$ cat config.mk
export PLATFORM = sky130hd
export DESIGN_NAME = wsg_div
export DESIGN_NICKNAME = d
export VERILOG_FILES = /design/src/rtl/wsg_pkg.sv /design/src/rtl/wsg_div.sv
export SDC_FILE = /design/constraint.sdc
export NUM_CORES = 2
export LEC_CHECK = 0
export BUFFER_PORTS_ARGS = -buffer_cell sky130_fd_sc_hd__buf_2
export CAP_MARGIN = 20
export CORE_UTILIZATION = 54
export DETAILED_ROUTE_END_ITERATION = 16
export MAX_ROUTING_LAYER = met4
export PLACE_DENSITY = 0.79
export SLEW_MARGIN = 20
export SYNTH_ARGS = -nofsm -noshare
export SYNTH_HDL_FRONTEND = slang
export SYNTH_SLANG_ARGS = --single-unit
$ cat constraint.sdc
create_clock -name clock -period 4.2 [get_ports clock]
set_input_delay 0 -clock clock [delete_from_list [all_inputs] [get_ports clock]]
set_output_delay 0 -clock clock [all_outputs]
set_load 0.1 [all_outputs]
$ cat src/rtl/wsg_pkg.sv
// Shared types, constants and tables of the wavetable sample generator.
`default_nettype none

package wsg_pkg;

   localparam int WSG_INDEX_W    = 12;
   localparam int WSG_LEN_W      = 13;
   localparam int WSG_KIND_W     = 2;
   localparam int WSG_SAMPLE_W   = 16;
   localparam int WSG_DIVIDEND_W = 44;
   localparam int WSG_DIVISOR_W  = 13;
   localparam int WSG_QUOT_W     = 31;
   localparam int WSG_TERMS      = 8;
   localparam int WSG_SERIES_STAGES = 1 + 3 * WSG_TERMS;

   localparam int WSG_QUEUE_DEPTH = 4;
   localparam int WSG_PTR_W       = $clog2(WSG_QUEUE_DEPTH);
   localparam int WSG_COUNT_W     = $clog2(WSG_QUEUE_DEPTH + 1);

   localparam logic [WSG_LEN_W-1:0] WSG_MAX_LEN   = 13'd4096;
   localparam logic [WSG_LEN_W-1:0] WSG_MIN_LEN   = 13'd2;
   localparam logic [WSG_LEN_W-1:0] WSG_LEN_RESET = 13'd1024;

   // (pi/2) in Q30.
   localparam logic [30:0] WSG_HALF_PI_Q30 = 31'd1686629713;

   // Wave kinds.
   localparam logic [WSG_KIND_W-1:0] WAVE_SINE     = 2'd0;
   localparam logic [WSG_KIND_W-1:0] WAVE_SQUARE   = 2'd1;
   localparam logic [WSG_KIND_W-1:0] WAVE_TRIANGLE = 2'd2;
   localparam logic [WSG_KIND_W-1:0] WAVE_SAW      = 2'd3;

   // Register indexes.
   typedef logic [0:0] wsg_csr_index_type;
   localparam wsg_csr_index_type CSR_WAVE_KIND    = 1'b0;
   localparam wsg_csr_index_type CSR_TABLE_LENGTH = 1'b1;

   // Series divisors (2j)(2j+1) and their reciprocals floor(2^34 / divisor).
   localparam logic [8:0] WSG_DIVS [1:WSG_TERMS] = '{
      9'd6, 9'd20, 9'd42, 9'd72, 9'd110, 9'd156, 9'd210, 9'd272};
   localparam logic [31:0] WSG_RECIP [1:WSG_TERMS] = '{
      32'(64'd17179869184 / 64'd6),   32'(64'd17179869184 / 64'd20),
      32'(64'd17179869184 / 64'd42),  32'(64'd17179869184 / 64'd72),
      32'(64'd17179869184 / 64'd110), 32'(64'd17179869184 / 64'd156),
      32'(64'd17179869184 / 64'd210), 32'(64'd17179869184 / 64'd272)};

   typedef struct packed {
      logic                    oor;
      logic                    is_sine;
      logic                    is_ramp;
      logic                    negate;
      logic [WSG_SAMPLE_W-1:0] fixed_value;
   } wsg_tag_type;

   typedef struct packed {
      wsg_tag_type               tag;
      logic [WSG_DIVIDEND_W-1:0] dividend;
      logic [WSG_DIVISOR_W-1:0]  divisor;
   } wsg_job_type;

endpackage

`default_nettype wire

$ cat src/rtl/wsg_div.sv
// Pipelined restoring divider, one quotient bit per stage.
`default_nettype none

module wsg_div (
   input  wire logic                         clock,
   input  wire logic                         reset,
   input  wire logic                         advance,
   input  wire logic                         in_valid,
   input  wire wsg_pkg::wsg_job_type         in_job,
   output logic                              out_valid,
   output logic [wsg_pkg::WSG_QUOT_W-1:0]    out_quot,
   output wsg_pkg::wsg_tag_type              out_tag
);
   import wsg_pkg::*;

   logic                      valid_ff [WSG_QUOT_W];
   logic [WSG_DIVIDEND_W-1:0] rem_ff   [WSG_QUOT_W];
   logic [WSG_DIVIDEND_W-1:0] rem_in   [WSG_QUOT_W];
   logic [WSG_QUOT_W-1:0]     quot_ff  [WSG_QUOT_W];
   logic [WSG_QUOT_W-1:0]     quot_in  [WSG_QUOT_W];
   logic [WSG_DIVISOR_W-1:0]  dvs_ff   [WSG_QUOT_W];
   wsg_tag_type               tag_ff   [WSG_QUOT_W];

   for (genvar s = 0; s < WSG_QUOT_W; s++) begin : g_stage
      localparam int B = WSG_QUOT_W - 1 - s;
      logic                      src_valid;
      logic [WSG_DIVIDEND_W-1:0] src_rem;
      logic [WSG_QUOT_W-1:0]     src_quot;
      logic [WSG_DIVISOR_W-1:0]  src_dvs;
      wsg_tag_type               src_tag;
      logic [WSG_DIVIDEND_W-1:0] shifted;

      if (s == 0) begin : g_head
         assign src_valid = in_valid;
         assign src_rem   = in_job.dividend;
         assign src_quot  = '0;
         assign src_dvs   = in_job.divisor;
         assign src_tag   = in_job.tag;
      end else begin : g_body
         assign src_valid = valid_ff[s-1];
         assign src_rem   = rem_ff[s-1];
         assign src_quot  = quot_ff[s-1];
         assign src_dvs   = dvs_ff[s-1];
         assign src_tag   = tag_ff[s-1];
      end

      assign shifted = WSG_DIVIDEND_W'(src_dvs) << B;

      always_comb begin
         quot_in[s] = src_quot;
         rem_in[s]  = src_rem;
         if (src_rem >= shifted) begin
            rem_in[s]     = src_rem - shifted;
            quot_in[s][B] = 1'b1;
         end
      end

      always_ff @(posedge clock) begin
         if (reset) begin
            valid_ff[s] <= 1'b0;
         end else if (advance) begin
            valid_ff[s] <= src_valid;
         end
      end

      always_ff @(posedge clock) begin
         if (advance) begin
            rem_ff[s]  <= rem_in[s];
            quot_ff[s] <= quot_in[s];
            dvs_ff[s]  <= src_dvs;
            tag_ff[s]  <= src_tag;
         end
      end
   end

   assign out_valid = valid_ff[WSG_QUOT_W-1];
   assign out_quot  = quot_ff[WSG_QUOT_W-1];
   assign out_tag   = tag_ff[WSG_QUOT_W-1];

endmodule

`default_nettype wire

==> out/results.ini <==
[sta]
tightest_slew_ns=1.07
slew_violations=0
setup_ws_ns=0.283
fin_setup_tns_ns=0
skew_ns=0.0820
setup_viol=0
min_period_over_period_pct=93.3
fin_crit_ns=3.92
rsz0062_at_grt=false
fin_hold_ws_ns=0.107
max_freq_mhz=255
slew-limit-headroom_pct=28.6
hold_violations=0

[clock_network]
clk-insertion-delay-late_ns=0.95
ctsResizeCount=0
cts_inserted_buffers=309
cts-root-buf=clkbuf_16
clk_pin_slew_ns=0.06
clock_path_buffers=4
clock_sinks=2857
h-tree-depth=5
cts_tree=yes
post_cts_buffers=0

[yosys]
synthArstFlopShare_pct=0
syn_inst=8202
synth_edf_count=2857
synth_area_per_cell_sq_um=14.7
synth.distinct_cells=90
synth_top_cell_area_share_pct=71.2
synth.most_common_cell=edfxtp_1
syn_nets=8716
synth_seq_cells=2857
synthTopCellsByCount=2857 x edfxtp_1, 534 x inv_1, 526 x nor2_1
yosysTopAreaCell=edfxtp_1
synth_top_cells_by_area=edfxtp_1 71%, ha_1 4.2%, xnor2_1 2.7%
synth-seq-area-share_pct=71.2
syn_area_sq_um=120000
yosys_warnings=0
ys_dominant_reg_cell=edfxtp_1

[worst_setup_path]
r2r_end=rem_ff[1][26]$_DFFE_PP_
critical_path_class=register to register
rrSetupSlack_ns=0.28
cp_common_cell=or4_4
r2r_start=rem_ff[0][690]$_DFFE_PP_
critPathArrivalTime_ns=4.54
startpoint_type=register
worstPathCellList=or4_4, or4_4, or4b_4, or4_4, nor4_2, and3_1, inv_6, nor2_1, a21oi_1
required_ns=4.83
slowest_stage=or4_4
crit_buf_inv=1
crit_family=simple AND/OR/NAND/NOR gates
critPathMaxStageDelay_ns=0.58
reg2reg_depth=9
worstPathMaxFanout=19
cp-end-kind=register

[global_routing]
grt_max_degree=196
grt_usage_pct=22.1
grt_pass1_wl_microns=375000
grt_antenna_before_repair=4
grt_pass1_vias=67900
overflow=0

[floorplan]
fp.dieH_microns=474
start_util_pct=54.6
rows=172
die_w_microns=474
core_sq_um=221000
ios=133
dieArea_sq_um=225000

[min_path]
whs_endpoint=rem_ff[0][43]$_DFFE_PP_
hold_start=in_job[56]
hp-class=input port to register
hold_depth=4

[drt]
drc_errors=0
dr.pass1.iters=6
antenna_left=0
vias=68200
drt_iter0_markers=5771
wire_per_inst_microns=20.1
via_per_inst=5.68
drt-total-wl_microns=242000

[status]
status=finished clean

[placed_design]
dp_cells=11300
place_area_sq_um=126000
dp_hpwl_microns=166000
globalplace.congestion=0.976
numPortBuffers=132
pre_cts_ws_ns=0.303

[finish]
finalNetCount=9347
stdcell_area_sq_um=137000
syn_to_final_growth_pct=13.9
layout.cells.non_filler=12000
drive_above_1_share_pct=9.55

[power_and_ir_drop]
cellLeakagePower_nw=49.7
power_density_nw_per_um2=598
ir_drop_mv=0.469

[flow_run]
timing.max_cap.violations=0

## layout make-up
type / count / area, sq um
Antenna cell: 6 / 15.0
Tap cell: 2958 / 3700
Multi-Input combinational cell: 4690 / 32200
Clock inverter: 149 / 1740
Inverter: 538 / 2020
Sequential cell: 2857 / 85800
Timing Repair Buffer: 437 / 3620
Clock buffer: 378 / 8100
Fill cell: 15800 / 83400
## routing by layer
layer / global-route usage, % / share of wire [%] / vias to the layer above
met4: 10.7 / 5.0 / 0
met1: 25.6 / 39 / 33100
met2: 37.7 / 51 / 2192
li1: - / - / 32200
met5: - / 0 / -
met3: 3.27 / 5.2 / 690
## worst max-delay path by stage
| stage | startpoint | end | slack, ns | cells after the start |
|---|---|---|---|---|
| final | rem_ff[0][690]$_DFFE_PP_ | rem_ff[1][26]$_DFFE_PP_ | 0.28 | 9 |
| after global routing | rem_ff[1][357]$_DFFE_PP_ | rem_ff[1][433]$_DFFE_PP_ | 0.05 | 13 |
| after CTS | rem_ff[0][690]$_DFFE_PP_ | rem_ff[1][26]$_DFFE_PP_ | 0.28 | 9 |
| after detailed placement | rem_ff[0][690]$_DFFE_PP_ | rem_ff[1][26]$_DFFE_PP_ | 0.30 | 9 |
| after global placement | rem_ff[1][357]$_DFFE_PP_ | rem_ff[1][439]$_DFFE_PP_ | 0.37 | 13 |
| after floorplan | rem_ff[0][690]$_DFFE_PP_ | rem_ff[1][37]$_DFFE_PP_ | 0.75 | 10 |
## power by group
| group | switching, mW | internal [mW] |
|---|---|---|
| clock network | 10.5 | 16.0 |
| logic | 9.65 | 6.99 |
| registers | 2.66 | 36.3 |
## cells in the final DEF (no fill, tap or decap), drive strengths merged, types with 96 or more instances in the layout
cell type / instances
inv: 544
nor3: 221
clkbuf: 378
edfxtp: 2857
dlygate4sd3: 166
nor2: 526
nor4: 220
xnor2: 368
a21oi: 410
o21ai: 293
ha: 403
buf: 271
a21o: 130
nand2: 409
xor2: 343
nand3: 151
nand2b: 96
## per-stage QoR
step           utilization (%)  total power [mW]
2_1_floorplan                -              50.2
3_3_place_gp              57.0              54.9
3_5_place_dp              57.0              55.4
4_1_cts                   62.2              82.3
5_1_grt                   62.2              85.7
6_report                  62.2              82.1
## worst reg2reg max path, delay by kind of cell, from the launching register on
| kind | cells | cell delay (ns) |
|---|---|---|
| AND/OR/NAND/NOR | 7 | 2.98 |
| buffers and inverters | 1 | 0.16 |
| flip-flops | 1 | 0.44 |
| AO/OA/AOI/OAI | 1 | 0.07 |
## kinds of logic (layout without fill, tap and decap cells)
group | count (synthesis) | after routing | synth area share, %
flip-flops | 2857 | 2857 | 71.2
XOR/XNOR | 711 | 711 | 5.17
multiplexers | 93 | 93 | 0.861
AO/OA/AOI/OAI | 1215 | 1215 | 6.26
other | 0 | 6 | 0
buffers and inverters | 655 | 1502 | 2.07
adder cells (fa/ha/maj) | 433 | 433 | 4.69
AND/OR/NAND/NOR | 2238 | 2238 | 9.72
## sequential cells by signal, indices dropped and copies added (netlist names)
name,count
tag_ff,620
dvs_ff,390
quot_ff,496
valid_ff,31
rem_ff,1320
## repair_timing
item                                   CTS  global route
hold buffers                           166             0
endpoints found under the hold margin  929             0
setup endpoints to repair                0             0
(Power assumes the default switching activity.)
