[config.mk]
export PLATFORM = sky130hd
export DESIGN_NAME = wsg_front
export DESIGN_NICKNAME = d
export VERILOG_FILES = /design/src/rtl/wsg_pkg.sv /design/src/rtl/wsg_front.sv
export SDC_FILE = /design/constraint.sdc
export NUM_CORES = 1
export LEC_CHECK = 0
export ABC_CLOCK_PERIOD_IN_PS = 16500
export BUFFER_PORTS_ARGS = -buffer_cell sky130_fd_sc_hd__buf_2
export CAP_MARGIN = 30
export CORE_MARGIN = 2
export CORE_UTILIZATION = 55
export DETAILED_ROUTE_END_ITERATION = 10
export GPL_TIMING_DRIVEN = 0
export PLACE_DENSITY = 0.73
export SKIP_CTS_REPAIR_TIMING = 1
export SYNTH_ARGS = -nofsm -noshare
export SYNTH_HDL_FRONTEND = slang
export SYNTH_SLANG_ARGS = --single-unit
[constraint.sdc]
create_clock -name clock -period 16.5 [get_ports clock]
set_input_delay 0.825 -clock clock [delete_from_list [all_inputs] [get_ports clock]]
set_output_delay 0.825 -clock clock [all_outputs]
set_load 0.1 [all_outputs]
[src/rtl/wsg_pkg.sv]
// Shared types, constants and tables of the wavetable sample generator.
`default_nettype none

package wsg_pkg;

   localparam int WSG_INDEX_W    = 12;
   localparam int WSG_LEN_W      = 13;
   localparam int WSG_KIND_W     = 2;
   localparam int WSG_SAMPLE_W   = 16;
   localparam int WSG_DIVIDEND_W = 44;
   localparam int WSG_DIVISOR_W  = 13;
   localparam int WSG_QUOT_W     = 31;
   localparam int WSG_TERMS      = 8;
   localparam int WSG_SERIES_STAGES = 1 + 3 * WSG_TERMS;

   localparam int WSG_QUEUE_DEPTH = 4;
   localparam int WSG_PTR_W       = $clog2(WSG_QUEUE_DEPTH);
   localparam int WSG_COUNT_W     = $clog2(WSG_QUEUE_DEPTH + 1);

   localparam logic [WSG_LEN_W-1:0] WSG_MAX_LEN   = 13'd4096;
   localparam logic [WSG_LEN_W-1:0] WSG_MIN_LEN   = 13'd2;
   localparam logic [WSG_LEN_W-1:0] WSG_LEN_RESET = 13'd1024;

   // (pi/2) in Q30.
   localparam logic [30:0] WSG_HALF_PI_Q30 = 31'd1686629713;

   // Wave kinds.
   localparam logic [WSG_KIND_W-1:0] WAVE_SINE     = 2'd0;
   localparam logic [WSG_KIND_W-1:0] WAVE_SQUARE   = 2'd1;
   localparam logic [WSG_KIND_W-1:0] WAVE_TRIANGLE = 2'd2;
   localparam logic [WSG_KIND_W-1:0] WAVE_SAW      = 2'd3;

   // Register indexes.
   typedef logic [0:0] wsg_csr_index_type;
   localparam wsg_csr_index_type CSR_WAVE_KIND    = 1'b0;
   localparam wsg_csr_index_type CSR_TABLE_LENGTH = 1'b1;

   // Series divisors (2j)(2j+1) and their reciprocals floor(2^34 / divisor).
   localparam logic [8:0] WSG_DIVS [1:WSG_TERMS] = '{
      9'd6, 9'd20, 9'd42, 9'd72, 9'd110, 9'd156, 9'd210, 9'd272};
   localparam logic [31:0] WSG_RECIP [1:WSG_TERMS] = '{
      32'(64'd17179869184 / 64'd6),   32'(64'd17179869184 / 64'd20),
      32'(64'd17179869184 / 64'd42),  32'(64'd17179869184 / 64'd72),
      32'(64'd17179869184 / 64'd110), 32'(64'd17179869184 / 64'd156),
      32'(64'd17179869184 / 64'd210), 32'(64'd17179869184 / 64'd272)};

   typedef struct packed {
      logic                    oor;
      logic                    is_sine;
      logic                    is_ramp;
      logic                    negate;
      logic [WSG_SAMPLE_W-1:0] fixed_value;
   } wsg_tag_type;

   typedef struct packed {
      wsg_tag_type               tag;
      logic [WSG_DIVIDEND_W-1:0] dividend;
      logic [WSG_DIVISOR_W-1:0]  divisor;
   } wsg_job_type;

endpackage

`default_nettype wire

[src/rtl/wsg_front.sv]
// Front end: range check, shape classification and the job queue.
`default_nettype none

module wsg_front (
   input  wire logic                          clock,
   input  wire logic                          reset,
   input  wire logic                          req_push,
   input  wire logic [wsg_pkg::WSG_INDEX_W-1:0] req_entry_index,
   output logic                               req_full,
   input  wire logic [wsg_pkg::WSG_KIND_W-1:0] wave_kind,
   input  wire logic [wsg_pkg::WSG_LEN_W-1:0] table_length,
   output logic                               job_valid,
   output wsg_pkg::wsg_job_type               job,
   input  wire logic                          job_pop
);
   import wsg_pkg::*;

   logic [WSG_LEN_W-1:0]   n;
   logic [WSG_INDEX_W-1:0] d;
   logic                   oor;
   logic                   first;
   logic [13:0]            q4;
   logic [13:0]            n2;
   logic                   k1;
   logic                   k0;
   logic [13:0]            rem1;
   logic [WSG_LEN_W-1:0]   r;
   logic [WSG_LEN_W-1:0]   m;
   logic signed [15:0]     i4;
   logic signed [15:0]     i2;
   logic signed [15:0]     ds;
   logic signed [15:0]     d3;
   logic signed [15:0]     t_a;
   logic signed [15:0]     t_b;
   logic signed [15:0]     abs_a;
   logic signed [15:0]     abs_b;
   logic signed [15:0]     num;
   logic [14:0]            mag;
   wsg_job_type            new_job;

   wsg_job_type                q_ff [WSG_QUEUE_DEPTH];
   logic [WSG_PTR_W-1:0]       wr_ptr_ff;
   logic [WSG_PTR_W-1:0]       wr_ptr_in;
   logic [WSG_PTR_W-1:0]       rd_ptr_ff;
   logic [WSG_PTR_W-1:0]       rd_ptr_in;
   logic [WSG_COUNT_W-1:0]     count_ff;
   logic [WSG_COUNT_W-1:0]     count_in;
   logic                       do_push;
   logic                       do_pop;

   always_comb begin
      if (table_length < WSG_MIN_LEN) begin
         n = WSG_MIN_LEN;
      end else if (table_length > WSG_MAX_LEN) begin
         n = WSG_MAX_LEN;
      end else begin
         n = table_length;
      end
      d     = WSG_INDEX_W'(n - 13'd1);
      oor   = {1'b0, req_entry_index} >= n;
      first = {1'b0, req_entry_index} < (n >> 1);

      // Quadrant and position within it for the sine.
      q4   = {req_entry_index, 2'b00};
      n2   = {n, 1'b0};
      k1   = q4 >= n2;
      rem1 = k1 ? q4 - n2 : q4;
      k0   = rem1 >= {1'b0, n};
      r    = k0 ? WSG_LEN_W'(rem1 - {1'b0, n}) : WSG_LEN_W'(rem1);
      m    = k0 ? n - r : r;

      // Ramp numerators over the denominator N-1.
      i4    = $signed({2'b00, req_entry_index, 2'b00});
      i2    = $signed({3'b000, req_entry_index, 1'b0});
      ds    = $signed({4'b0000, d});
      d3    = ds + (ds <<< 1);
      t_a   = i4 - ds;
      t_b   = i4 - d3;
      abs_a = t_a[15] ? -t_a : t_a;
      abs_b = t_b[15] ? -t_b : t_b;
      if (wave_kind == WAVE_TRIANGLE) begin
         num = first ? ds - abs_a : abs_b - ds;
      end else begin
         num = first ? i2 : i2 - (ds <<< 1);
      end
      mag = num[15] ? 15'(-num) : 15'(num);

      new_job                   = '0;
      new_job.divisor           = n;
      new_job.tag.fixed_value   = '0;
      case (wave_kind)
         WAVE_SINE: begin
            new_job.tag.is_sine = 1'b1;
            new_job.tag.negate  = k1;
            new_job.dividend    = 44'(m) * 44'(WSG_HALF_PI_Q30);
         end
         WAVE_SQUARE: begin
            new_job.tag.fixed_value = first ? 16'h7FFF : 16'h8000;
         end
         WAVE_TRIANGLE, WAVE_SAW: begin
            new_job.tag.is_ramp = 1'b1;
            new_job.tag.negate  = num[15];
            new_job.dividend    = 44'({mag, 16'h0000}) + 44'(d);
            new_job.divisor     = {d, 1'b0};
         end
         default: begin
            new_job.tag.fixed_value = '0;
         end
      endcase
      if (oor) begin
         new_job.tag = '{oor: 1'b1, is_sine: 1'b0, is_ramp: 1'b0, negate: 1'b0,
                         fixed_value: '0};
      end
   end

   assign req_full  = count_ff == WSG_COUNT_W'(WSG_QUEUE_DEPTH);
   assign job_valid = count_ff != '0;
   assign job       = q_ff[rd_ptr_ff];
   assign do_push   = req_push && !req_full;
   assign do_pop    = job_pop && job_valid;

   always_comb begin
      wr_ptr_in = do_push ? wr_ptr_ff + 1'b1 : wr_ptr_ff;
      rd_ptr_in = do_pop ? rd_ptr_ff + 1'b1 : rd_ptr_ff;
      count_in  = count_ff + WSG_COUNT_W'(do_push) - WSG_COUNT_W'(do_pop);
   end

   always_ff @(posedge clock) begin
      if (reset) begin
         wr_ptr_ff <= '0;
         rd_ptr_ff <= '0;
         count_ff  <= '0;
      end else begin
         wr_ptr_ff <= wr_ptr_in;
         rd_ptr_ff <= rd_ptr_in;
         count_ff  <= count_in;
      end
   end

   always_ff @(posedge clock) begin
      if (do_push) begin
         q_ff[wr_ptr_ff] <= new_job;
      end
   end

endmodule

`default_nettype wire

==> impl_metrics.toml <==
[routing]
highest_layer = "met4"
ant_nets = 0
wl_met2_mm = 29.1
drc = 0
drt-met1-wl_mm = 27.5
drt-total-wl_mm = 63.6
drtIter0Drc = 1705
first_pass_iters = 8
routed-wl-met3_mm = 4.72
wl_per_cell_um = 21.9
vias_per_cell = 6.10
via_count = 17700

[logic_synthesis]
yosysSeqAreaShare = 0.332
ys_types = 96
postSynthAreaPerCell_um2 = 10.6
yosysWarningCount = 0
syn_area_mm2 = 0.0233
synth_enable_flop_cells = 252
synth-main-ff-cell = "edfxtp_1"
postSynthCellCount = 2198
ys_ff_latch = 261
synthArstFlopShare = 0

[clock_tree]
clk_pin_slew_worst_paths_ps = 70
clk_path_buf_depth = 3
cts_buffers = 21
clkSinkCount = 261
root_buffer = "clkbuf_16"
clk_latency_ps = 510
htree_num_levels = 1
cts_tree = "done"

[global_route]
grt_pass1_vias = 17500
grt_first_pass_wirelength_mm = 98.4
grt_max_degree = 60
antenna_found_initial = 0
grt-ovfl-total = 0
grt_usage = 0.290

[setup_path]
arrival_ps = 15600
crit_required_ps = 16780
r2r_cells = 12
cp-end-kind = "register"
crit_path_max_fanout = 11
r2r-end = "count_ff[2]"
critPathMaxStageDelay_ps = 600
rrSetupSlack_ps = 14160
r2r_start = "count_ff[1]"
critPathKind = "input port to register"
critPathSlowestCell = "clkbuf_1"
start_kind = "input port"

[place]
gp_congestion = 0.962
port_buffers = 105
dp_hpwl_mm = 49.4
place_inst = 2865

[die]
die_area_mm2 = 0.0441
ios = 110
start_util = 0.557
die_h_um = 210
placementRows = 75
design.core.area_mm2 = 0.0419
die_x_um = 210

[cells_and_area]
instances_no_fill = 2903
area_delta_synth_final_pct = 8.83
diodes = 0
drive_above_1_share = 0.116
nNetsFinal = 2755
fill_cells = 3383

[timing]
finalCritPeriodShare = 0.928
relSlewSlack = 0.259
final-setup-viol-count = 0
finClkSkew_ps = 11.1
hold_viol = 0
period_minus_slack_ps = 15320
tightest_slew_ps = 1100
rsz0062_at_grt = "false"
fmax_mhz = 65.3
drv_slew = 0

[job]
drv_cap = 0

[run_status]
status = "finished, final reports clean"

[min_path]
worstHoldPathType = "register to register"
hold_path.startpoint = "rd_ptr_ff[1]"
hold_depth = 2
holdPathEnd = "rd_ptr_ff[1]"
## critical path, delay by kind of cell
family                     cells  cell delay (ps)
AOI/OAI and AO/OA             30             6420
xor gates and xnor gates       1              150
and+or+nand+nor                5             1840
buffers and inverters         12             2320
adders and majority gates      9             4000
## logic make-up (layout without fill, tap and decap cells)
kind of cell    after synthesis  in the layout  share of synthesized area
compound gates              486            486                      0.138
xor+xnor                    144            144                     0.0540
fa+ha+maj                   375            375                      0.240
buf+inv                     350            504                     0.0591
flops                       261            261                      0.332
mux                          83             83                     0.0721
other cells                   2             14                   0.000322
simple gates                497            497                      0.104
## cell type report
type / instances / area [um^2] / area share
Multi-Input combinational cell: 1599 / 14300 / 0.563
Sequential cell: 261 / 7750 / 0.305
Inverter: 282 / 1060 / 0.0417
Timing Repair Buffer: 117 / 708 / 0.0279
Tap cell: 539 / 674 / 0.0265
Clock buffer: 26 / 544 / 0.0214
Buffer: 68 / 323 / 0.0127
Clock inverter: 11 / 57.6 / 0.00227
## routing by layer
| metal | vias to the layer above | GRT usage |
|---|---|---|
| li1 | 8195 | - |
| met1 | 8630 | 0.411 |
| met2 | 778 | 0.471 |
| met3 | 119 | 0.0296 |
| met4 | 0 | 0.0998 |
| met5 | - | 0 |
## cells in the final DEF (no fill, tap or decap), types with 35 or more instances in the layout
master,synthesis,routed
edfxtp_1,252,252
a21o_1,38,38
xnor2_1,89,89
nor3_1,40,39
xor2_1,55,55
clkbuf_1,44,47
inv_1,281,281
nor2_1,139,138
ha_1,253,253
o21ai_0,108,104
o21a_1,35,35
buf_2,4,110
nand2_1,133,133
fa_1,121,121
a21oi_1,123,122
mux4_2,68,68
## cell usage after synthesis (all sizes together), types with 8 or more instances
library cell	instances	area [um^2]
nand3	34	175
nor2	139	522
a31oi	11	68.8
o21ai	114	571
or3	19	129
clkbuf	44	165
mux4	68	1530
a21boi	8	60.1
edfxtp	252	7570
nor4	11	98.8
a22oi	8	60.1
nor3	41	210
inv	281	1050
nand2	133	499
nor2b	21	131
a211o	11	96.3
and2	23	144
nand2b	21	131
xor2	55	482
xnor2	89	780
o22ai	9	56.3
mux2i	13	130
o31ai	11	96.3
and3	10	62.6
or2	13	81.3
buf	24	155
o21bai	17	128
fa	121	2420
dfxtp	9	180
a21oi	124	624
a21o	38	285
ha	253	3170
a211oi	17	133
o21a	35	263
## worst max-delay path by stage
stage | startpoint | end | slack, ps | cells past startpoint
finish | table_length[12] | q_ff[1][56] | 1180 | 57
global route | table_length[6] | q_ff[1][56] | 180 | 58
global placement | table_length[4] | q_ff[0][46] | -840 | 55
CTS | table_length[6] | q_ff[1][55] | 640 | 58
floorplan | table_length[4] | q_ff[0][55] | 2900 | 53
detailed placement | table_length[6] | q_ff[1][55] | 220 | 58
## per-stage QoR
step	instance area (um^2)	setup TNS [ps]	utilization	hold WS (ps)	worst slack, ps
global route	25400	0	0.606	559	175
detailed placement	24800	0	0.590	518	217
floorplan	23400	0	-	485	2900
CTS	25400	0	0.605	536	636
global placement	24600	-32390	0.586	514	-844
finish	25400	0	0.606	548	1180
## registers in the layout, indices dropped and copies added, names as in the netlist, named ones only
register,flops
count_ff,3
q_ff,252
rd_ptr_ff,2
wr_ptr_ff,2
Power is left out: the tool's default activity adds up to more than one toggle a clock period on the data nets, which glitch-free logic cannot reach.
